`src/sv/kpg_pkg.sv`:
```
`timescale 1ns / 1ps

package kpg_pkg;

    localparam int MAX_ITEMS  = 16;
    localparam int ELEM_WIDTH = 32;
    localparam int IDX_W      = $clog2(MAX_ITEMS);
    localparam int CNT_W      = 5;
    localparam int OP_W       = 2;
    localparam int TDATA_W    = ((IDX_W + ELEM_WIDTH + 7) / 8) * 8;
    localparam int PAD_W      = TDATA_W - IDX_W - ELEM_WIDTH;

    typedef logic [IDX_W-1:0]      idx_t;
    typedef logic [CNT_W-1:0]      cnt_t;
    typedef logic [ELEM_WIDTH-1:0] elem_t;

    typedef enum logic [OP_W-1:0] {
        OP_LOAD    = 2'd0,
        OP_RESTART = 2'd1,
        OP_NEXT    = 2'd2
    } op_t;

    localparam logic REG_ITEM_COUNT = 1'b0;
    localparam logic REG_PICK_COUNT = 1'b1;

    typedef enum logic [3:0] {
        ST_IDLE,
        ST_ADV,
        ST_SWP_RD_A,
        ST_SWP_RD_B,
        ST_SWP_WR_A,
        ST_SWP_WR_B,
        ST_ROT_RD0,
        ST_ROT_TMP,
        ST_ROT_RD,
        ST_ROT_WR,
        ST_ROT_LAST,
        ST_EMIT_ORD,
        ST_EMIT_POOL,
        ST_EMIT_OUT,
        ST_DONE
    } state_t;

    // countdown start value for level e with n items taking part
    function automatic cnt_t rem_init(input cnt_t n, input int e);
        cnt_t ev;
        ev = CNT_W'(e);
        return (ev < n) ? cnt_t'(n - ev) : '0;
    endfunction

endpackage

```
`src/sv/k_permutation_generator_core.sv`:
```
`timescale 1ns / 1ps

// Channel  | Direction | Handshake            | Payload
// s_       | in        | s_tvalid / s_tready  | s_tdata, s_tuser = opcode
// m_       | out       | m_tvalid / m_tready  | m_tdata, m_tlast = row_last, m_tuser = done_res
// cfg_     | in        | cfg_valid / cfg_ready| cfg_index, cfg_data
//
// Load and restart complete on acceptance. A next after the first row runs the advance (ST_ADV
// per counter level, then a swap or a tail rotate), then ST_EMIT_ORD, ST_EMIT_POOL and ST_EMIT_OUT
// per row position, all bound by the single read port of the index memory. A done result comes from ST_DONE.
// Reset (aresetn low, synchronous) sets n=16, k=1 and the identity sequence; pool is undefined.
// s_tready is low while a transaction is in work; a stalled m_ side holds the sequencer.
module k_permutation_generator_core (
    input  logic                        aclk,
    input  logic                        aresetn,
    input  logic                        s_tvalid,
    output logic                        s_tready,
    input  logic [kpg_pkg::TDATA_W-1:0] s_tdata,   // load_index, load_value
    input  logic [kpg_pkg::OP_W-1:0]    s_tuser,   // opcode
    output logic                        m_tvalid,
    input  logic                        m_tready,
    output logic [kpg_pkg::TDATA_W-1:0] m_tdata,   // item_index, item_value
    output logic                        m_tlast,
    output logic                        m_tuser,   // done_res
    input  logic                        cfg_valid,
    output logic                        cfg_ready,
    input  logic                        cfg_index,
    input  logic [kpg_pkg::CNT_W-1:0]   cfg_data
);

    kpg_pkg::state_t state_reg, state_next;

    kpg_pkg::cnt_t  item_count_reg, pick_count_reg;
    kpg_pkg::cnt_t  rem_reg  [kpg_pkg::MAX_ITEMS];
    kpg_pkg::cnt_t  rem_next [kpg_pkg::MAX_ITEMS];
    logic           first_reg, first_next;
    logic           exh_reg, exh_next;
    kpg_pkg::idx_t  i_reg, i_next;
    kpg_pkg::idx_t  j_reg, j_next;
    kpg_pkg::idx_t  p_reg, p_next;
    kpg_pkg::cnt_t  ptr_reg, ptr_next;
    kpg_pkg::idx_t  tmp_reg, tmp_next;
    kpg_pkg::idx_t  idx_reg, idx_next;

    logic           out_valid_reg, out_valid_next;
    kpg_pkg::idx_t  out_idx_reg, out_idx_next;
    kpg_pkg::elem_t out_val_reg, out_val_next;
    logic           out_last_reg, out_last_next;
    logic           out_done_reg, out_done_next;

    kpg_pkg::idx_t  ord_mem [kpg_pkg::MAX_ITEMS];
    logic [kpg_pkg::MAX_ITEMS-1:0] ord_valid_reg;
    kpg_pkg::idx_t  ord_rdata_reg;
    logic           ord_we, ord_clear;
    kpg_pkg::idx_t  ord_waddr, ord_wdata, ord_raddr;

    kpg_pkg::elem_t pool_mem [kpg_pkg::MAX_ITEMS];
    kpg_pkg::elem_t pool_rdata_reg;
    logic           pool_we, pool_re;
    kpg_pkg::idx_t  pool_raddr;

    kpg_pkg::cnt_t  n_eff, n_dec, k_dec, ptr_dec, p_plus, rem_dec;
    logic           out_free, s_accept;

    assign n_eff    = (item_count_reg > kpg_pkg::CNT_W'(kpg_pkg::MAX_ITEMS)) ?
                      kpg_pkg::CNT_W'(kpg_pkg::MAX_ITEMS) : item_count_reg;
    assign n_dec    = n_eff - kpg_pkg::CNT_W'(1);
    assign k_dec    = pick_count_reg - kpg_pkg::CNT_W'(1);
    assign ptr_dec  = ptr_reg - kpg_pkg::CNT_W'(1);
    assign p_plus   = {1'b0, p_reg} + kpg_pkg::CNT_W'(1);
    assign rem_dec  = rem_reg[i_reg] - kpg_pkg::CNT_W'(1);
    assign out_free = !out_valid_reg || m_tready;
    assign s_tready = (state_reg == kpg_pkg::ST_IDLE);
    assign s_accept = s_tvalid && s_tready;

    assign cfg_ready = 1'b1;
    assign m_tvalid  = out_valid_reg;
    assign m_tdata   = {{kpg_pkg::PAD_W{1'b0}}, out_val_reg, out_idx_reg};
    assign m_tlast   = out_last_reg;
    assign m_tuser   = out_done_reg;

    always_ff @(posedge aclk) begin
        if (!aresetn) begin
            item_count_reg <= kpg_pkg::CNT_W'(kpg_pkg::MAX_ITEMS);
            pick_count_reg <= kpg_pkg::CNT_W'(1);
        end else if (cfg_valid) begin
            case (cfg_index)
                kpg_pkg::REG_ITEM_COUNT: item_count_reg <= cfg_data;
                kpg_pkg::REG_PICK_COUNT: pick_count_reg <= cfg_data;
                default: ;
            endcase
        end
    end

    // index memory, unwritten entries read as identity
    always_ff @(posedge aclk) begin
        if (ord_we) begin
            ord_mem[ord_waddr] <= ord_wdata;
        end
        ord_rdata_reg <= ord_valid_reg[ord_raddr] ? ord_mem[ord_raddr] : ord_raddr;
    end

    always_ff @(posedge aclk) begin
        if (!aresetn || ord_clear) begin
            ord_valid_reg <= '0;
        end else if (ord_we) begin
            ord_valid_reg[ord_waddr] <= 1'b1;
        end
    end

    always_ff @(posedge aclk) begin
        if (pool_we) begin
            pool_mem[s_tdata[kpg_pkg::IDX_W-1:0]] <= s_tdata[kpg_pkg::IDX_W +: kpg_pkg::ELEM_WIDTH];
        end
        if (pool_re) begin
            pool_rdata_reg <= pool_mem[pool_raddr];
        end
    end

    always_ff @(posedge aclk) begin
        if (!aresetn) begin
            state_reg     <= kpg_pkg::ST_IDLE;
            first_reg     <= 1'b1;
            exh_reg       <= 1'b0;
            out_valid_reg <= 1'b0;
            for (int e = 0; e < kpg_pkg::MAX_ITEMS; e++) begin
                rem_reg[e] <= kpg_pkg::rem_init(kpg_pkg::CNT_W'(kpg_pkg::MAX_ITEMS), e);
            end
        end else begin
            state_reg     <= state_next;
            first_reg     <= first_next;
            exh_reg       <= exh_next;
            out_valid_reg <= out_valid_next;
            rem_reg       <= rem_next;
        end
        i_reg        <= i_next;
        j_reg        <= j_next;
        p_reg        <= p_next;
        ptr_reg      <= ptr_next;
        tmp_reg      <= tmp_next;
        idx_reg      <= idx_next;
        out_idx_reg  <= out_idx_next;
        out_val_reg  <= out_val_next;
        out_last_reg <= out_last_next;
        out_done_reg <= out_done_next;
    end

    always_comb begin
        state_next     = state_reg;
        first_next     = first_reg;
        exh_next       = exh_reg;
        rem_next       = rem_reg;
        i_next         = i_reg;
        j_next         = j_reg;
        p_next         = p_reg;
        ptr_next       = ptr_reg;
        tmp_next       = tmp_reg;
        idx_next       = idx_reg;
        out_valid_next = out_valid_reg && !m_tready;
        out_idx_next   = out_idx_reg;
        out_val_next   = out_val_reg;
        out_last_next  = out_last_reg;
        out_done_next  = out_done_reg;
        ord_we         = 1'b0;
        ord_clear      = 1'b0;
        ord_waddr      = '0;
        ord_wdata      = '0;
        ord_raddr      = '0;
        pool_we        = 1'b0;
        pool_re        = 1'b0;
        pool_raddr     = '0;

        case (state_reg)
            kpg_pkg::ST_IDLE: begin
                if (s_accept) begin
                    case (s_tuser)
                        kpg_pkg::OP_LOAD: pool_we = 1'b1;
                        kpg_pkg::OP_RESTART: begin
                            ord_clear  = 1'b1;
                            first_next = 1'b1;
                            exh_next   = 1'b0;
                            for (int e = 0; e < kpg_pkg::MAX_ITEMS; e++) begin
                                rem_next[e] = kpg_pkg::rem_init(n_eff, e);
                            end
                        end
                        kpg_pkg::OP_NEXT: begin
                            if (n_eff == '0 || pick_count_reg == '0 ||
                                pick_count_reg > n_eff || exh_reg) begin
                                state_next = kpg_pkg::ST_DONE;
                            end else if (first_reg) begin
                                first_next = 1'b0;
                                p_next     = '0;
                                state_next = kpg_pkg::ST_EMIT_ORD;
                            end else begin
                                i_next     = k_dec[kpg_pkg::IDX_W-1:0];
                                state_next = kpg_pkg::ST_ADV;
                            end
                        end
                        default: ;
                    endcase
                end
            end
            kpg_pkg::ST_ADV: begin
                rem_next[i_reg] = rem_dec;
                if (rem_dec != '0) begin
                    p_next = '0;
                    if (rem_dec <= n_eff) begin
                        j_next     = kpg_pkg::idx_t'(n_eff - rem_dec);
                        state_next = kpg_pkg::ST_SWP_RD_A;
                    end else begin
                        state_next = kpg_pkg::ST_EMIT_ORD;
                    end
                end else begin
                    rem_next[i_reg] = n_eff - {1'b0, i_reg};
                    state_next      = kpg_pkg::ST_ROT_RD0;
                end
            end
            kpg_pkg::ST_SWP_RD_A: begin
                ord_raddr  = i_reg;
                state_next = kpg_pkg::ST_SWP_RD_B;
            end
            kpg_pkg::ST_SWP_RD_B: begin
                ord_raddr  = j_reg;
                tmp_next   = ord_rdata_reg;
                state_next = kpg_pkg::ST_SWP_WR_A;
            end
            kpg_pkg::ST_SWP_WR_A: begin
                ord_we     = 1'b1;
                ord_waddr  = i_reg;
                ord_wdata  = ord_rdata_reg;
                state_next = kpg_pkg::ST_SWP_WR_B;
            end
            kpg_pkg::ST_SWP_WR_B: begin
                ord_we     = 1'b1;
                ord_waddr  = j_reg;
                ord_wdata  = tmp_reg;
                state_next = kpg_pkg::ST_EMIT_ORD;
            end
            kpg_pkg::ST_ROT_RD0: begin
                ord_raddr  = i_reg;
                ptr_next   = {1'b0, i_reg} + kpg_pkg::CNT_W'(1);
                state_next = kpg_pkg::ST_ROT_TMP;
            end
            kpg_pkg::ST_ROT_TMP: begin
                tmp_next   = ord_rdata_reg;
                state_next = kpg_pkg::ST_ROT_RD;
            end
            kpg_pkg::ST_ROT_RD: begin
                if (ptr_reg < n_eff) begin
                    ord_raddr  = ptr_reg[kpg_pkg::IDX_W-1:0];
                    state_next = kpg_pkg::ST_ROT_WR;
                end else begin
                    state_next = kpg_pkg::ST_ROT_LAST;
                end
            end
            kpg_pkg::ST_ROT_WR: begin
                ord_we     = 1'b1;
                ord_waddr  = ptr_dec[kpg_pkg::IDX_W-1:0];
                ord_wdata  = ord_rdata_reg;
                ptr_next   = ptr_reg + kpg_pkg::CNT_W'(1);
                state_next = kpg_pkg::ST_ROT_RD;
            end
            kpg_pkg::ST_ROT_LAST: begin
                ord_we    = 1'b1;
                ord_waddr = n_dec[kpg_pkg::IDX_W-1:0];
                ord_wdata = tmp_reg;
                if (i_reg == '0) begin
                    exh_next   = 1'b1;
                    state_next = kpg_pkg::ST_DONE;
                end else begin
                    i_next     = i_reg - kpg_pkg::IDX_W'(1);
                    state_next = kpg_pkg::ST_ADV;
                end
            end
            kpg_pkg::ST_EMIT_ORD: begin
                ord_raddr  = p_reg;
                state_next = kpg_pkg::ST_EMIT_POOL;
            end
            kpg_pkg::ST_EMIT_POOL: begin
                pool_re    = 1'b1;
                pool_raddr = ord_rdata_reg;
                idx_next   = ord_rdata_reg;
                state_next = kpg_pkg::ST_EMIT_OUT;
            end
            kpg_pkg::ST_EMIT_OUT: begin
                if (out_free) begin
                    out_valid_next = 1'b1;
                    out_idx_next   = idx_reg;
                    out_val_next   = pool_rdata_reg;
                    out_last_next  = (p_plus == pick_count_reg);
                    out_done_next  = 1'b0;
                    if (p_plus == pick_count_reg) begin
                        state_next = kpg_pkg::ST_IDLE;
                    end else begin
                        p_next     = p_plus[kpg_pkg::IDX_W-1:0];
                        state_next = kpg_pkg::ST_EMIT_ORD;
                    end
                end
            end
            kpg_pkg::ST_DONE: begin
                if (out_free) begin
                    out_valid_next = 1'b1;
                    out_idx_next   = '0;
                    out_val_next   = '0;
                    out_last_next  = 1'b0;
                    out_done_next  = 1'b1;
                    state_next     = kpg_pkg::ST_IDLE;
                end
            end
            default: state_next = kpg_pkg::ST_IDLE;
        endcase
    end

    a_done_clean: assert property (@(posedge aclk) disable iff (!aresetn)
        (m_tvalid && m_tuser) |-> (m_tdata == '0 && !m_tlast))
        else $error("done transaction carries row data");

    a_exh_not_first: assert property (@(posedge aclk) disable iff (!aresetn)
        exh_reg |-> !first_reg)
        else $error("exhausted with first row still pending");

    a_restart_clears: assert property (@(posedge aclk) disable iff (!aresetn)
        (s_accept && s_tuser == kpg_pkg::OP_RESTART) |=> (!exh_reg && first_reg))
        else $error("restart did not rearm the sequence");

    a_rot_ptr: assert property (@(posedge aclk) disable iff (!aresetn)
        (state_reg == kpg_pkg::ST_ROT_WR) |-> (ptr_reg != '0))
        else $error("rotate write below entry zero");

endmodule

```
`config.mk`:
```
export PLATFORM = sky130hd
export DESIGN_NAME = k_permutation_generator_core
export DESIGN_NICKNAME = d
export VERILOG_FILES = /design/src/sv/kpg_pkg.sv /design/src/sv/k_permutation_generator_core.sv
export SDC_FILE = /design/constraint.sdc
export NUM_CORES = 1
export LEC_CHECK = 0
export BUFFER_PORTS_ARGS = -buffer_cell sky130_fd_sc_hd__buf_2
export CAP_MARGIN = 20
export CORE_ASPECT_RATIO = 0.6
export CORE_MARGIN = 3
export CORE_UTILIZATION = 45
export CTS_BUF_LIST = sky130_fd_sc_hd__clkbuf_4
export DETAILED_ROUTE_END_ITERATION = 10
export HOLD_SLACK_MARGIN = 0.1
export SETUP_SLACK_MARGIN = 0.5
export SLEW_MARGIN = 20
export SYNTH_ARGS = -nofsm -noshare
export SYNTH_HDL_FRONTEND = slang
export SYNTH_SLANG_ARGS = --single-unit
```
`constraint.sdc`:
```
create_clock -name aclk -period 4.22 [get_ports aclk]
set_input_delay 0.422 -clock aclk [delete_from_list [all_inputs] [get_ports aclk]]
set_output_delay 0.422 -clock aclk [all_outputs]
set_load 0.02 [all_outputs]
```
==> metrics.md <==
| Metric | Value |
|---|---|
| CTS Root Cell | clkbuf_4 |
| Syn_area_per_cell | 14.3 um2 |
| Crit-path max FO | 6 |
| Leading cell type by number of instances after synthesis | edfxtp_1 |
| CP required | 5.12 ns |
| Clk_skew | 0.0725 ns |
| Period utilization | 87.2% |
| Commonest cells in the synthesized netlist | edfxtp_1, nand2_1, nor2_1, dfxtp_1, mux4_2 |
| Via count | 22.7k |
| Area grow syn2layout | 16.7% |
| Global-route wire length before repair | 147000 um |
| TritonCTS clock tree | built |
| Post-DP HPWL | 63600 um |
| Die Width | 361 um |
| Pwr dens | 508 mW/mm2 |
| HP Class | in2reg |
| Number of global-route vias before repair | 22.3k |
| Worst hold start | s_tdata[0] |
| Synth warn | 0 |
| Synth area leader | edfxtp_1 |
| Hold Path Sink | pool_mem[11][3] |
| Clock Sinks | 788 |
| PortBufs | 88 |
| Yosys reg bits | 788 |
| DRT Pass-1 Iters | 6 |
| Initial DRC Count | 2629 |
| Final Hold Viols | 0 |
| CP Capture Type | register |
| Die height | 219 um |
| H-tree depth | 4 |
| Slew Limit Headroom | 28.2% |
| Ports | 98 |
| Placed cell area | 0.0363 mm2 |
| Layout cell share with drive strength beyond 1 | 26.2% |
| Status | finished clean |
| CP Launch Type | register |
| TNS Setup | 0 ns |
| Critical path data arrival time | 4.58 ns |
| Slew Viols, Final | 0 |
| Measured slew at the worst slew-check pin | 1.07 ns |
| CTS max path bufs | 3 |
| Vias per cell | 5.92 |
| Hold path depth | 3 |
| Minimum clock period | 3.68 ns |
| Floorplan core area | 0.0743 mm2 |
| Post-route DRC | 0 |
| Achievable clock frequency | 272 MHz |
| Top_reg_cell synth | edfxtp_1 |
| Worst Path Class, Setup | reg2reg |
| Post-synthesis sequential area ratio | 66.0% |
| Worst hold slack | 0.247 ns |
| Inserted Clock Buffers | 185 |
| Synth area leaders | edfxtp_1, mux4_2, dfxtp_1 |
| Clk_lat worst skew | 1.04 ns |
| Max reg flops | 512 |
| Final Setup Violations | 0 |
| Pleak | 13.7 nW |
| Largest net degree at the start of global routing | 101 |
| RSZ-0062 raised after global routing | yes |
| Antenna Nets Post-Route | 0 |
| Async set or reset register ratio after synthesis | 0% |
| Final worst setup slack | 0.541 ns |
| Power Total | 20.2 mW |
| Reg-to-Reg Start | i_reg[0] |
| Final Instance Area | 0.0397 mm2 |
| Post-synth EDFFs | 671 |
| WL per Instance | 26.4 um |
| Initial antenna violation count | 7 |
| Setup WS pre-CTS | 0.266 ns |
| Max-cap viol count | 0 |
| Post-synthesis cell area | 0.0341 mm2 |
| DIE AREA | 0.0791 mm2 |
| Cells after Synth | 2375 |
| Global Route Usage Sum | 25.7% |
| Setup slack, reg-to-reg | 0.54 ns |
| R2r worst-path depth | 14 |
| Maximum vdd drop | 0.000327 V |
| Synth top area share | 59.1% |
| GR Overflow Total | 0 |
| Synth unique cells | 82 |
| Initial Utilization | 45.9% |
| Fin nets | 2786 |
| Routed wire length | 101000 um |
| Row count | 77 |
| Final Wtd Congestion | 0.993 |
| Reg clk slew, reported paths | 0.07 ns |
| Reg2reg end | rem_reg[56] |
[cell families (layout without fill, tap and decap cells)]
family | after synthesis | after routing | share of synthesized area, %
compound gates | 479 | 479 | 9.38
xor+xnor | 28 | 28 | 0.720
fa+ha+maj | 44 | 44 | 1.66
buf+inv | 184 | 655 | 2.31
flops | 788 | 788 | 66.0
mux | 255 | 255 | 11.9
other cells | 2 | 9 | 0.0220
simple gates | 595 | 595 | 8.00
[how the worst max path moves through the flow]
| stage | start | endpoint | slack, ns | cells after the start |
|---|---|---|---|---|
| floorplan | item_count_reg[4] | ord_rdata_reg[0] | 0.51 | 16 |
| detailed placement | i_reg[0] | j_reg[1] | 0.27 | 14 |
| global placement | i_reg[0] | j_reg[2] | 0.25 | 14 |
| CTS | i_reg[0] | j_reg[3] | 0.51 | 15 |
| global route | item_count_reg[4] | ord_rdata_reg[0] | 0.43 | 12 |
| finish | i_reg[0] | rem_reg[56] | 0.54 | 14 |
[timing repair]
action	4_1_cts	5_1_grt
setup buffers	6	5
endpoints found under the hold margin	566	0
endpoints found under the setup margin	10	69
hold buffers	60	0
gates resized for setup	9	23
cloned	1	0
pin swaps	1	12
[per-layer routing]
layer | global-route usage, % | up-vias | share of wire (%)
met3 | 10.2 | 159 | 12
met5 | 2.27 | - | 0.27
met4 | 7.73 | 8 | 1.8
met2 | 33.0 | 1139 | 39
li1 | - | 9963 | -
met1 | 39.1 | 11500 | 47
[area by class of cell]
class | count | area (um2)
diodes | 4 | 10.0
clock buffers | 288 | 2160
clock inverters | 59 | 320
fillers | 6194 | 34500
inverters | 32 | 120
multi-input cells | 1406 | 11200
flip-flops and latches | 788 | 22500
well taps | 987 | 1230
repair buffers | 276 | 2240
[through the flow]
| stage | instances | utilization [%] |
|---|---|---|
| after global placement | 3417 | 48.9 |
| after CTS | 3831 | 53.3 |
| after detailed placement | 3417 | 48.9 |
| after floorplan | 2378 | - |
| final | 3840 | 53.5 |
| after global routing | 3840 | 53.5 |
[power by group]
group	internal, mW	switching, mW	total, mW
Sequential	8.83	0.324	9.15
Combinational	1.70	2.92	4.62
Clock	3.25	3.14	6.39
[layout by cell type, fill, tap and decap left out, types with 31 or more instances in the layout]
| cell | instances |
|---|---|
| nand3_1 | 36 |
| mux4_2 | 116 |
| nor2_1 | 159 |
| a211oi_1 | 36 |
| ha_1 | 37 |
| dlygate4sd3_1 | 60 |
| a31oi_1 | 83 |
| and2_1 | 42 |
| dfxtp_1 | 115 |
| clkbuf_4 | 288 |
| inv_1 | 31 |
| buf_2 | 88 |
| a21oi_1 | 76 |
| edfxtp_1 | 671 |
| buf_4 | 108 |
| mux2i_1 | 103 |
| o21ai_0 | 81 |
| clkinv_1 | 41 |
| nand2_1 | 213 |
| mux2_2 | 35 |
[worst max-delay path, stage by stage (launching register included)]
cell and delay (ns):
edfxtp_1 0.46, buf_12 0.16, mux4_2 0.53, a22o_4 0.29
a221oi_4 0.26, buf_6 0.17, ha_2 0.19, nand3_4 0.12
nor4b_4 0.44, nand2_1 0.11, o22ai_2 0.15, buf_12 0.15
buf_4 0.22, nor3_1 0.08, o21a_1 0.19
No activity file was read; power rests on OpenSTA's default activity.
